`config.mk`:
```
export PLATFORM = sky130hd
export DESIGN_NAME = bc1_block_decoder
export DESIGN_NICKNAME = d
export VERILOG_FILES = /design/src/design/bc1_pkg.sv /design/src/design/bc1_palette.sv /design/src/design/bc1_texel_emit.sv /design/src/design/bc1_block_decoder.sv
export VERILOG_INCLUDE_DIRS = /design/src /design/src/design
export SDC_FILE = /design/constraint.sdc
export NUM_CORES = 1
export LEC_CHECK = 0
export ABC_CLOCK_PERIOD_IN_PS = 12750
export BUFFER_PORTS_ARGS = -buffer_cell sky130_fd_sc_hd__buf_2
export CORE_MARGIN = 1.5
export CORE_UTILIZATION = 50
export DETAILED_ROUTE_END_ITERATION = 7
export PLACE_DENSITY = 0.73
export SYNTH_ARGS = -nofsm -noshare
export SYNTH_HDL_FRONTEND = slang
export SYNTH_HIERARCHICAL = 1
export SYNTH_SLANG_ARGS = --single-unit
```
`constraint.sdc`:
```
create_clock -name clk -period 12.75 [get_ports clk]
set_input_delay 3.825 -clock clk [delete_from_list [all_inputs] [get_ports clk]]
set_output_delay 3.825 -clock clk [all_outputs]
set_load 0.05 [all_outputs]
```
`src/design/assert_macros.svh`:
```
// Assertion helpers shared by the design files
`ifndef ASSERT_MACROS_SVH
`define ASSERT_MACROS_SVH

// Property that must hold on every clock edge out of reset
`define ASSERT_ALWAYS(label, clk, rst, prop, msg) \
  label: assert property (@(posedge clk) disable iff (rst) (prop)) else $error(msg);

// Antecedent in one cycle implies consequent in the next
`define ASSERT_NEXT(label, clk, rst, ante, cons, msg) \
  label: assert property (@(posedge clk) disable iff (rst) (ante) |=> (cons)) else $error(msg);

`endif

```
`src/design/bc1_pkg.sv`:
```
package bc1_pkg;

  localparam int unsigned TexelCount = 16;
  localparam int unsigned CountWidth = 4;
  localparam logic [7:0]  AlphaOpaque = 8'hFF;
  localparam logic [7:0]  AlphaClear  = 8'h00;
  localparam logic [9:0]  RecipThird  = 10'd683;  // 2^11 / 3, rounded up

  typedef logic [2:0][7:0] rgb_t;  // [2] red, [1] green, [0] blue

  typedef struct packed {
    logic [7:0] red;
    logic [7:0] green;
    logic [7:0] blue;
    logic [7:0] alpha;
  } rgba_t;

  typedef struct packed {
    rgba_t [3:0] pal;
    logic [31:0] sel;
  } block_t;

  function automatic rgb_t widen565(input logic [15:0] c);
    rgb_t p;
    p[2] = {c[15:11], c[15:13]};
    p[1] = {c[10:5], c[10:9]};
    p[0] = {c[4:0], c[4:2]};
    return p;
  endfunction

  // exact floor(x / 3) for x < 768
  function automatic logic [7:0] div3(input logic [9:0] x);
    logic [19:0] prod;
    prod = x * RecipThird;
    return prod[18:11];
  endfunction

endpackage

```
`src/design/bc1_palette.sv`:
```
module bc1_palette (
  input  logic            clk,
  input  logic            rst,
  input  logic            in_valid,
  output logic            in_ready,
  input  logic [15:0]     endpoint_a,
  input  logic [15:0]     endpoint_b,
  input  logic [31:0]     texel_selectors,
  output logic            out_valid,
  input  logic            out_ready,
  output bc1_pkg::block_t out_block
);
  import bc1_pkg::*;

  logic v1, v2, v3;
  logic adv1, adv2, adv3;

  // stage 1: widened endpoints
  rgb_t        c0_s1, c1_s1;
  logic        four_s1;
  logic [31:0] sel_s1;

  // stage 2: channel sums
  logic [2:0][9:0] sum2_s2, sum3_s2;
  logic            four_s2;
  logic [31:0]     sel_s2;
  rgb_t            c0_s2, c1_s2;

  // stage 3: finished palette
  block_t blk_s3;

  assign adv3     = !v3 || out_ready;
  assign adv2     = !v2 || adv3;
  assign adv1     = !v1 || adv2;
  assign in_ready = adv1;

  always_ff @(posedge clk) begin
    if (rst) begin
      v1 <= 1'b0;
      v2 <= 1'b0;
      v3 <= 1'b0;
    end else begin
      if (adv1) begin
        v1 <= in_valid;
      end
      if (adv2) begin
        v2 <= v1;
      end
      if (adv3) begin
        v3 <= v2;
      end
    end
  end

  always_ff @(posedge clk) begin
    if (adv1) begin
      c0_s1   <= widen565(endpoint_a);
      c1_s1   <= widen565(endpoint_b);
      four_s1 <= endpoint_a > endpoint_b;
      sel_s1  <= texel_selectors;
    end
    if (adv2) begin
      for (int ch = 0; ch < 3; ch++) begin
        sum2_s2[ch] <= four_s1
                     ? ({1'b0, c0_s1[ch], 1'b0} + {2'b00, c1_s1[ch]})
                     : ({2'b00, c0_s1[ch]} + {2'b00, c1_s1[ch]});
        sum3_s2[ch] <= {2'b00, c0_s1[ch]} + {1'b0, c1_s1[ch], 1'b0};
      end
      four_s2 <= four_s1;
      sel_s2  <= sel_s1;
      c0_s2   <= c0_s1;
      c1_s2   <= c1_s1;
    end
    if (adv3) begin
      blk_s3.sel <= sel_s2;
      blk_s3.pal[0] <= '{red: c0_s2[2], green: c0_s2[1], blue: c0_s2[0], alpha: AlphaOpaque};
      blk_s3.pal[1] <= '{red: c1_s2[2], green: c1_s2[1], blue: c1_s2[0], alpha: AlphaOpaque};
      if (four_s2) begin
        blk_s3.pal[2] <= '{red: div3(sum2_s2[2]), green: div3(sum2_s2[1]),
                           blue: div3(sum2_s2[0]), alpha: AlphaOpaque};
        blk_s3.pal[3] <= '{red: div3(sum3_s2[2]), green: div3(sum3_s2[1]),
                           blue: div3(sum3_s2[0]), alpha: AlphaOpaque};
      end else begin
        blk_s3.pal[2] <= '{red: sum2_s2[2][8:1], green: sum2_s2[1][8:1],
                           blue: sum2_s2[0][8:1], alpha: AlphaOpaque};
        blk_s3.pal[3] <= '{red: AlphaClear, green: AlphaClear,
                           blue: AlphaClear, alpha: AlphaClear};
      end
    end
  end

  assign out_valid = v3;
  assign out_block = blk_s3;

`include "assert_macros.svh"

  `ASSERT_NEXT(a_s3_hold, clk, rst, v3 && !out_ready, v3, "palette stage dropped a stalled block")
  `ASSERT_NEXT(a_s2_hold, clk, rst, v2 && !adv2, v2 && $stable(sel_s2), "stage 2 lost its block")

endmodule

```
`src/design/bc1_texel_emit.sv`:
```
module bc1_texel_emit (
  input  logic            clk,
  input  logic            rst,
  input  logic            in_valid,
  output logic            in_ready,
  input  bc1_pkg::block_t in_block,
  output logic            out_valid,
  input  logic            out_ready,
  output bc1_pkg::rgba_t  out_texel,
  output logic [3:0]      out_number,
  output logic            out_last
);
  import bc1_pkg::*;

  logic                  busy;
  logic [CountWidth-1:0] count;
  block_t                blk;
  logic                  emit;
  logic                  end_of_block;

  assign emit         = busy && (!out_valid || out_ready);
  assign end_of_block = count == CountWidth'(TexelCount - 1);
  assign in_ready     = !busy || (emit && end_of_block);

  always_ff @(posedge clk) begin
    if (rst) begin
      busy      <= 1'b0;
      count     <= '0;
      out_valid <= 1'b0;
    end else begin
      if (emit) begin
        out_valid <= 1'b1;
      end else if (out_ready) begin
        out_valid <= 1'b0;
      end
      if (in_valid && in_ready) begin
        busy  <= 1'b1;
        count <= '0;
      end else if (emit) begin
        busy  <= !end_of_block;
        count <= count + 1'b1;
      end
    end
  end

  always_ff @(posedge clk) begin
    if (in_valid && in_ready) begin
      blk <= in_block;
    end else if (emit) begin
      blk.sel <= blk.sel >> 2;
    end
    if (emit) begin
      out_texel  <= blk.pal[blk.sel[1:0]];
      out_number <= count;
      out_last   <= end_of_block;
    end
  end

`include "assert_macros.svh"

  `ASSERT_ALWAYS(a_idle_count, clk, rst, busy || count == '0, "texel count running while idle")
  `ASSERT_ALWAYS(a_last_num, clk, rst, !out_valid || (out_last == (out_number == 4'hF)), "last flag off texel fifteen")
  `ASSERT_NEXT(a_load_first, clk, rst, in_valid && in_ready, busy && count == '0, "block load did not restart count")

endmodule

```
`src/design/bc1_block_decoder.sv`:
```
// Channel  | Dir | Contents
// s_axis   | in  | tdata[63:0]: endpoint_a 15:0, endpoint_b 31:16, texel_selectors 63:32
// m_axis   | out | tdata[39:0]: red, green, blue, alpha, texel_number, 4 zero bits; tlast: last_texel
//
// One block in gives sixteen texels out, one per cycle while m_axis is not stalled; the
// texel sequencer sets the sustained rate and takes the next block with its last texel.
// From block accepted to first texel valid, a block passes three palette stages, the texel
// sequencer's block register and the output register; up to four blocks are held at once.
// Synchronous active-high reset empties every stage; payload registers are not reset.
// A stall on m_axis holds the output texel and backs up through the stages to s_axis_tready.
module bc1_block_decoder (
  input  logic        clk,
  input  logic        rst,
  input  logic        s_axis_tvalid,
  output logic        s_axis_tready,
  input  logic [63:0] s_axis_tdata,   // endpoint_a, endpoint_b, texel_selectors
  output logic        m_axis_tvalid,
  input  logic        m_axis_tready,
  output logic [39:0] m_axis_tdata,   // red, green, blue, alpha, texel_number, zero pad
  output logic        m_axis_tlast
);
  import bc1_pkg::*;

  logic       pal_valid;
  logic       pal_ready;
  block_t     pal_block;
  rgba_t      texel;
  logic [3:0] number;

  bc1_palette u_palette (
    .clk             (clk),
    .rst             (rst),
    .in_valid        (s_axis_tvalid),
    .in_ready        (s_axis_tready),
    .endpoint_a      (s_axis_tdata[15:0]),
    .endpoint_b      (s_axis_tdata[31:16]),
    .texel_selectors (s_axis_tdata[63:32]),
    .out_valid       (pal_valid),
    .out_ready       (pal_ready),
    .out_block       (pal_block)
  );

  bc1_texel_emit u_emit (
    .clk        (clk),
    .rst        (rst),
    .in_valid   (pal_valid),
    .in_ready   (pal_ready),
    .in_block   (pal_block),
    .out_valid  (m_axis_tvalid),
    .out_ready  (m_axis_tready),
    .out_texel  (texel),
    .out_number (number),
    .out_last   (m_axis_tlast)
  );

  assign m_axis_tdata = {4'b0000, number, texel.alpha, texel.blue, texel.green, texel.red};

`include "assert_macros.svh"

  `ASSERT_NEXT(a_out_hold, clk, rst, m_axis_tvalid && !m_axis_tready, m_axis_tvalid && $stable(m_axis_tdata), "stalled texel changed")

endmodule
```
Word level (Yosys, flattened, before mapping)
Index checks and enable logic that the tools add are counted.
- bits in registers: 556
- bits of input ports: 68
- add/sub/neg operators: 10
- muxes and demuxes: 12
- equal/unequal tests: 1
- reductions and logical operators: 17
- $lt $le $gt $ge: 2
- multiply operators: 6
- operator list (operator ; number):
    $mul 10x10->19 const B ; 6
    $mux 32 ; 3
    $bmux 32 s2 ; 1
    $mux 40 ; 1
    $add 8x9->10 ; 3
    $add 9x8->10 ; 3
    $mux 10 ; 3
    $add 8x8->9 ; 3
    $gt 16x16->1 ; 1
    $logic_not 1->1 ; 6
    $logic_or 1x1->1 ; 5
    $add 4x1->4 const B ; 1
    $eq 4x4->1 const B ; 1
    $mux 1 ; 4
    $reduce_bool 2->1 ; 2
    $logic_and 1x1->1 ; 3
    $lt 2x3->1 const B ; 1
    $reduce_or 2->1 ; 1

Logic depth before layout (Yosys ltp)
Gate-level depths: netlist of the first run.
- word-level depth: 8
- mapped depth: 16
- mapped depth without buffers: 16

Cells and area by module
Netlist of the first run, hierarchy kept.
- by module, submodules not included (module ; area an instance (µm²) ; times used ; cells an instance):
    bc1_palette ; 22899.5 ; 1 ; 1914
    bc1_texel_emit ; 7377.1 ; 1 ; 309
    bc1_block_decoder ; 33.8 ; 1 ; 5

Least setup slack after synthesis of the first run
OpenSTA, ideal clock, no wires.
- path kind: input port to output port
- from: input m_axis_tready
- to: output s_axis_tready
- stages: 5
- data required time: 8.925 ns
- path slack: 2.818 ns
- data arrival time: 6.107 ns
- cell sequence: nand2b_1 -> a21o_1 -> nor2b_1 -> and2_1 -> nand2_1
- cells in the longest elaborated chain, start to end: 7
- RTL lines (element ; line ; source):
    from (decl) ; bc1_block_decoder.sv:18 ; input logic m_axis_tready,
    $logic_or 1x1->1 ; bc1_texel_emit.sv:21 ; assign emit = busy && (!out_valid || out_ready);
    $logic_and 1x1->1 ; bc1_texel_emit.sv:21 ;
    $logic_and 1x1->1 ; bc1_texel_emit.sv:23 ; assign in_ready = !busy || (emit && end_of_block);
    $logic_or 1x1->1 ; bc1_texel_emit.sv:23 ;
    net pal_ready ; bc1_block_decoder.sv:25 ; logic pal_ready;
    $logic_or 1x1->1 ; bc1_palette.sv:32 ; assign adv3 = !v3 || out_ready;
    $logic_or 1x1->1 ; bc1_palette.sv:33 ; assign adv2 = !v2 || adv3;
    $logic_or 1x1->1 ; bc1_palette.sv:34 ; assign adv1 = !v1 || adv2;
    to (decl) ; bc1_block_decoder.sv:15 ; output logic s_axis_tready,
The timed path passes the listed nets, and every way through them passes these cells.

Final worst setup path of the first run
Ends and elaborated chain as after synthesis.

==> summary.txt, run 1 <==
STA
  – Setup-failing EPs final: 0
  – Slew margin rel.: 15.4%
  – Final Hold Vio Count: 0
  – Max Slew Vio Count: 0
  – Fin crit share: 77.2%
  – Min cycle time layout: 9.84 ns
  – FMAX: 102 MHz
  – Worst Skew: 0.0281 ns
  – Hold_ws: 0.411 ns
  – Least-Margin Pin Slew: 1.27 ns
  – RSZ-0062 raised after global routing: false
  – Setup TNS: 0 ns
  – Final WS setup: 2.91 ns

Critical path
  – WP data arrival: 6.01 ns
  – R2r worst-path depth: 16
  – Crit start category: input pin
  – WP data required: 8.92 ns
  – CP Capture Type: primary output
  – Critical path type: input pin to primary output
  – CP max FO: 66

Place
  – Dpl hpwl: 43400 µm
  – Placed cells: 3073
  – Input/output buffers: 106
  – RePlAce Congestion: 0.888
  – Setup WS pre-CTS: 2.87 ns

Clocking
  – CTS Buf Count: 52
  – CTS clk-pin slew, worst paths: 0.06 ns
  – Bufs on Longest Clock Path: 3
  – Resize count post-CTS: 0
  – H-tree depth reported by CTS: 2
  – Clock sink count: 506
  – CTS root buf: clkbuf_16
  – Setup Fix Bufs, Post-CTS: 0
  – CTS tree: done
  – Clk_lat worst skew: 0.60 ns
  – Hold buffers post-CTS: 0

GRT
  – First-pass GRT wire length: 93700 µm
  – Initial antenna violation count: 0
  – Vias in the first global route: 18500
  – Total GRT Usage: 18.9%
  – Largest net degree at the start of global routing: 97
  – Total global routing overflow: 0

Synthesis
  – Main flop type after synthesis: edfxtp_1
  – Top cells by count, synth: edfxtp_1 (497), ha_1 (413), inv_1 (303)
  – Syn_area_per_cell: 13.6 µm²
  – Syn. warnings: 6
  – Post-Syn Area: 30300 µm²
  – Netlist cell types: 75
  – Post-synth EDFFs: 497
  – Main area contributors after synthesis: edfxtp_1 (49%), ha_1 (17%), fa_1 (8.9%), inv_1 (3.8%), mux4_2 (2.4%)
  – Most frequent cell after synthesis: edfxtp_1
  – Sequential share of the synthesized area: 49.8%
  – Yosys reg bits: 506
  – Top cell type's share of synthesized area: 49.2%
  – Synthesized netlist cell count: 2228
  – Async SR Flop Fraction: 0%
  – Synth area leader: edfxtp_1

Min path
  – Min-Delay Path Class: register to register
  – Hold depth: 0

Finish
  – Synth-to-layout area growth: 9.44%
  – Layout cells sized above 1: 11.7%
  – Total inserted antenna cells: 0
  – Non-Filler Instances: 3168
  – Final #Nets: 2961

Floorplanning
  – Die X: 249 µm
  – Row count: 90
  – IO Count: 111
  – Starting density of the core: 50.4%
  – Die Ht: 249 µm
  – Core area: 60100 µm²
  – Die Area: 62100 µm²

Detailed routing
  – Wire length per cell: 18.1 µm
  – Number of DRC markers in iteration 0: 1043
  – Total number of vias: 17200
  – Detailed Route WL: 57300 µm
  – First drt pass iteration count: 7
  – DRC: 0
  – ANT nets after route: 0
  – Ratio of routed vias to standard cells: 5.44

Flow run
  – Max Cap Viol: 0

Run status
  – Status: completed
## worst max-delay path: stages
cell      delay, ns
buf_2          0.10
nand2b_1       0.22
a21o_1         0.20
nor2b_1        0.28
and2_1         0.35
nand2_4        0.57
buf_2          0.45
## state kept, by name (all words and copies together), names as in the netlist
| signal | flops |
|---|---|
| u_palette/c0_s1 | 16 |
| u_palette/sel_s1 | 32 |
| u_palette/four_s1 | 1 |
| u_emit/out_valid | 1 |
| u_palette/v1 | 1 |
| u_palette/sum2_s2 | 30 |
| u_palette/out_valid | 1 |
| u_emit/count | 4 |
| u_palette/v2 | 1 |
| u_emit/out_last | 1 |
| u_palette/sum3_s2 | 30 |
| u_emit/out_number | 4 |
| u_palette/out_block | 113 |
| u_emit/blk | 160 |
| u_emit/busy | 1 |
| u_palette/c1_s1 | 16 |
| u_emit/out_texel | 32 |
| u_palette/sel_s2 | 32 |
| u_palette/c0_s2 | 13 |
| u_palette/four_s2 | 1 |
| u_palette/c1_s2 | 16 |
## path summary, 6_finish.rpt
check / from / endpoint / slack [ns]
max: m_axis_tready / s_axis_tready / 2.91
min: u_palette/sel_s1[28] / u_palette/sel_s2[28] / 0.41
max reg2reg: u_palette/sum2_s2[27] / u_palette/out_block[126] / 7.77
min reg2reg: u_palette/sel_s1[28] / u_palette/sel_s2[28] / 0.41
## layer usage
metal  vias to the layer above  part of all wire [%]  GRT usage (%)
li1                       8294                     -              -
met1                      8530                    43           23.8
met2                       305                    51           33.9
met3                       105                   3.1           2.27
met4                         0                   2.6           6.32
met5                         -                     0              0
## cell families after synthesis
logic type	count (synthesis)	share of synthesized area [%]
AOI/OAI and AO/OA	344	7.73
muxes	81	4.15
adders and majority gates	548	26.0
xor gates and xnor gates	64	1.85
and+or+nand+nor	299	4.95
other	2	0.0248
DFF	506	49.8
buffers and inverters	384	5.50
## cells in the final DEF, fill, tap and decap left out, types with 43 or more instances in the layout
cell type	count
a21oi_1	74
nand2_1	75
clkbuf_16	52
edfxtp_1	497
ha_1	413
a21o_1	43
inv_1	300
xnor2_1	58
buf_2	106
nor2_1	64
fa_1	135
o21ai_0	64
## stage by stage
step / area, µm² / util [%]
finish: 33200 / 55.2
CTS: 33200 / 55.2
global placement: 31500 / 52.4
global route: 33200 / 55.2
detailed placement: 31500 / 52.4
floorplan: 30400 / -
## area by class of cell
class	instances	area, µm²
multi-input combinational	1364	13700
clock inverter	31	328
tap	782	978
timing repair buffer	117	613
clock buffer	64	1350
fill	4843	27000
inverter	304	1150
sequential	506	15100
Power of run 1 is not shown: default switching activity piles up to over one toggle a cycle in this logic, so the estimate is an artifact.
==> run 2: changes to the inputs <==
Settings changed: ABC_AREA from default to 1, ABC_CLOCK_PERIOD_IN_PS 12750 to 8560, PLACE_DENSITY 0.73 to 0.75.
Clock period 12.75 ns to 8.56 ns, I/O delays scaled along.
==> run 2 against run 1 <==
- die area is 4.4% higher
- highest routed layer unchanged
- count of clock-buffer cells in the layout grew 3
- register-to-register slack worse by 3.6 ns
==> summary.txt, run 2 <==
Run status
  – Status: completed

Synthesis
  – Synth area leader: edfxtp_1
  – Async SR Flop Fraction: 0%
  – Netlist cell types: 44
  – Syn. warnings: 6
  – Top cell type's share of synthesized area: 47.1%
  – Main flop type after synthesis: edfxtp_1
  – Most frequent cell after synthesis: nand2_1
  – Post-Syn Area: 31700 µm²
  – Sequential share of the synthesized area: 47.7%
  – Post-synth EDFFs: 497
  – Yosys reg bits: 506
  – Main area contributors after synthesis: edfxtp_1 (47%), ha_1 (16%), fa_1 (8.5%), nand2_1 (6.2%), inv_1 (5.1%)
  – Top cells by count, synth: nand2_1 (521), edfxtp_1 (497), inv_1 (433)
  – Syn_area_per_cell: 10.7 µm²
  – Synthesized netlist cell count: 2950

Clocking
  – CTS tree: done
  – H-tree depth reported by CTS: 2
  – CTS clk-pin slew, worst paths: 0.06 ns
  – Clock sink count: 506
  – Hold buffers post-CTS: 0
  – Bufs on Longest Clock Path: 3
  – Clk_lat worst skew: 0.63 ns
  – CTS Buf Count: 53
  – Setup Fix Bufs, Post-CTS: 0
  – CTS root buf: clkbuf_16
  – Resize count post-CTS: 0

Critical path
  – Critical path, cell by cell: buf_2 -> inv_1 -> nand2_1 -> nand2_1 -> nand2_4 -> inv_1 -> nand2_4 -> nor2_1 -> nand2_4 -> buf_2
  – Stages on worst setup path: 10
  – R2r worst-path depth: 17
  – CP max FO: 52
  – Max stage delay on crit path: 0.47 ns
  – CP startpoint: m_axis_tready
  – Critical path type: input pin to primary output
  – WP data arrival: 4.45 ns
  – Worst Path Buf+Inv: 4
  – Critical path's most frequent cell: nand2_4
  – Crit start category: input pin
  – Cell family with most CP delay: simple AND/OR/NAND/NOR gates
  – WP data required: 5.99 ns
  – CP Capture Type: primary output
  – CP max-delay cell: nor2_1
  – Crit Reg-Reg Startpoint: u_palette/sum2_s2[7]

Finish
  – Reg with most FFs: u_emit/blk
  – Total inserted antenna cells: 0
  – Synth-to-layout area growth: 9.31%
  – Max reg flops: 160
  – Layout cells sized above 1: 7.65%
  – Most common cell after layout, fill and taps aside: nand2_1
  – Final Core Density: 55.1%
  – Most frequent cells in the layout: nand2_1 (519), edfxtp_1 (497), inv_1 (430)
  – Filler instances: 5362
  – Final #Nets: 3672

STA
  – Slew margin rel.: 28.5%
  – RSZ-0062 raised after global routing: false
  – Final WS setup: 1.54 ns
  – FMAX: 142 MHz
  – Fin crit share: 82.0%
  – Final Hold Vio Count: 0
  – Worst Skew: 0.0482 ns
  – Setup TNS: 0 ns
  – Setup-failing EPs final: 0
  – Min cycle time layout: 7.02 ns
  – Max Slew Vio Count: 0
  – Least-Margin Pin Slew: 1.07 ns

Place
  – Input/output buffers: 106
  – Dpl hpwl: 47500 µm
  – Setup WS pre-CTS: 1.52 ns
  – RePlAce Congestion: 0.914

Floorplanning
  – IO Count: 111
  – Core area: 62900 µm²
  – Die X: 255 µm
  – Die Area: 64900 µm²
  – Die Ht: 255 µm
  – Starting density of the core: 50.4%
  – Row count: 92

Detailed routing
  – DRC: 0
  – Wire length per cell: 15.9 µm
  – Total number of vias: 20400
  – ANT nets after route: 0
  – Detailed Route WL: 62700 µm
  – First drt pass iteration count: 5
  – Number of DRC markers in iteration 0: 1154
  – Ratio of routed vias to standard cells: 5.16

Min path
  – Hold path startpoint: u_palette/out_block[123]
  – Hold depth: 0
  – Min-Delay Path Class: register to register

GRT
  – Vias in the first global route: 20400
  – Total global routing overflow: 0
  – First-pass GRT wire length: 102000 µm
  – Initial antenna violation count: 0
  – Total GRT Usage: 20.1%
  – Largest net degree at the start of global routing: 89

Flow run
  – Max Cap Viol: 0
## run 2: cell families (layout without fill, tap and decap cells)
logic type,count (synthesis),count (layout),share of synthesized area [%]
AOI/OAI and AO/OA,379,379,6.77
xor gates and xnor gates,45,45,1.24
adders and majority gates,548,548,24.9
buffers and inverters,528,650,7.05
DFF,506,506,47.7
other,2,28,0.0237
and+or+nand+nor,942,942,12.4
## run 2: path summary, 6_finish.rpt
kind	end	slack, ns
worst max-delay path	s_axis_tready	1.54
worst min-delay path	u_emit/blk[123]	0.38
worst max register to register	u_palette/out_block[108]	4.16
worst min register to register	u_emit/blk[123]	0.38
## run 2: routing by layer
layer / vias up / share of wire (%) / routed length, µm / GRT usage, %
li1: 10200 / - / - / -
met1: 9583 / 44 / 27800 / 26.5
met2: 471 / 48 / 30100 / 34.2
met3: 110 / 5.1 / 3230 / 3.01
met4: 0 / 2.5 / 1580 / 6.15
met5: - / 0 / 0 / 0
## run 2: final cells by class
type,count,area (µm²),share of cell area (%)
Sequential cell,506,15100,43.6
Multi-Input combinational cell,1942,14400,41.7
Inverter,435,1640,4.73
Clock buffer,67,1380,3.98
Tap cell,846,1060,3.06
Timing Repair Buffer,118,621,1.79
Clock inverter,30,373,1.08
## run 2: per-stage QoR
| step | cells | instance area [µm²] | hold WS [ns] |
|---|---|---|---|
| after global routing | 3944 | 34600 | 0.397 |
| after CTS | 3944 | 34600 | 0.376 |
| after global placement | 3847 | 32900 | 0.401 |
| final | 3944 | 34600 | 0.379 |
| after detailed placement | 3847 | 32900 | 0.405 |
| after floorplan | 2976 | 31800 | 0.400 |
Power of run 2 is left out for the same reason.
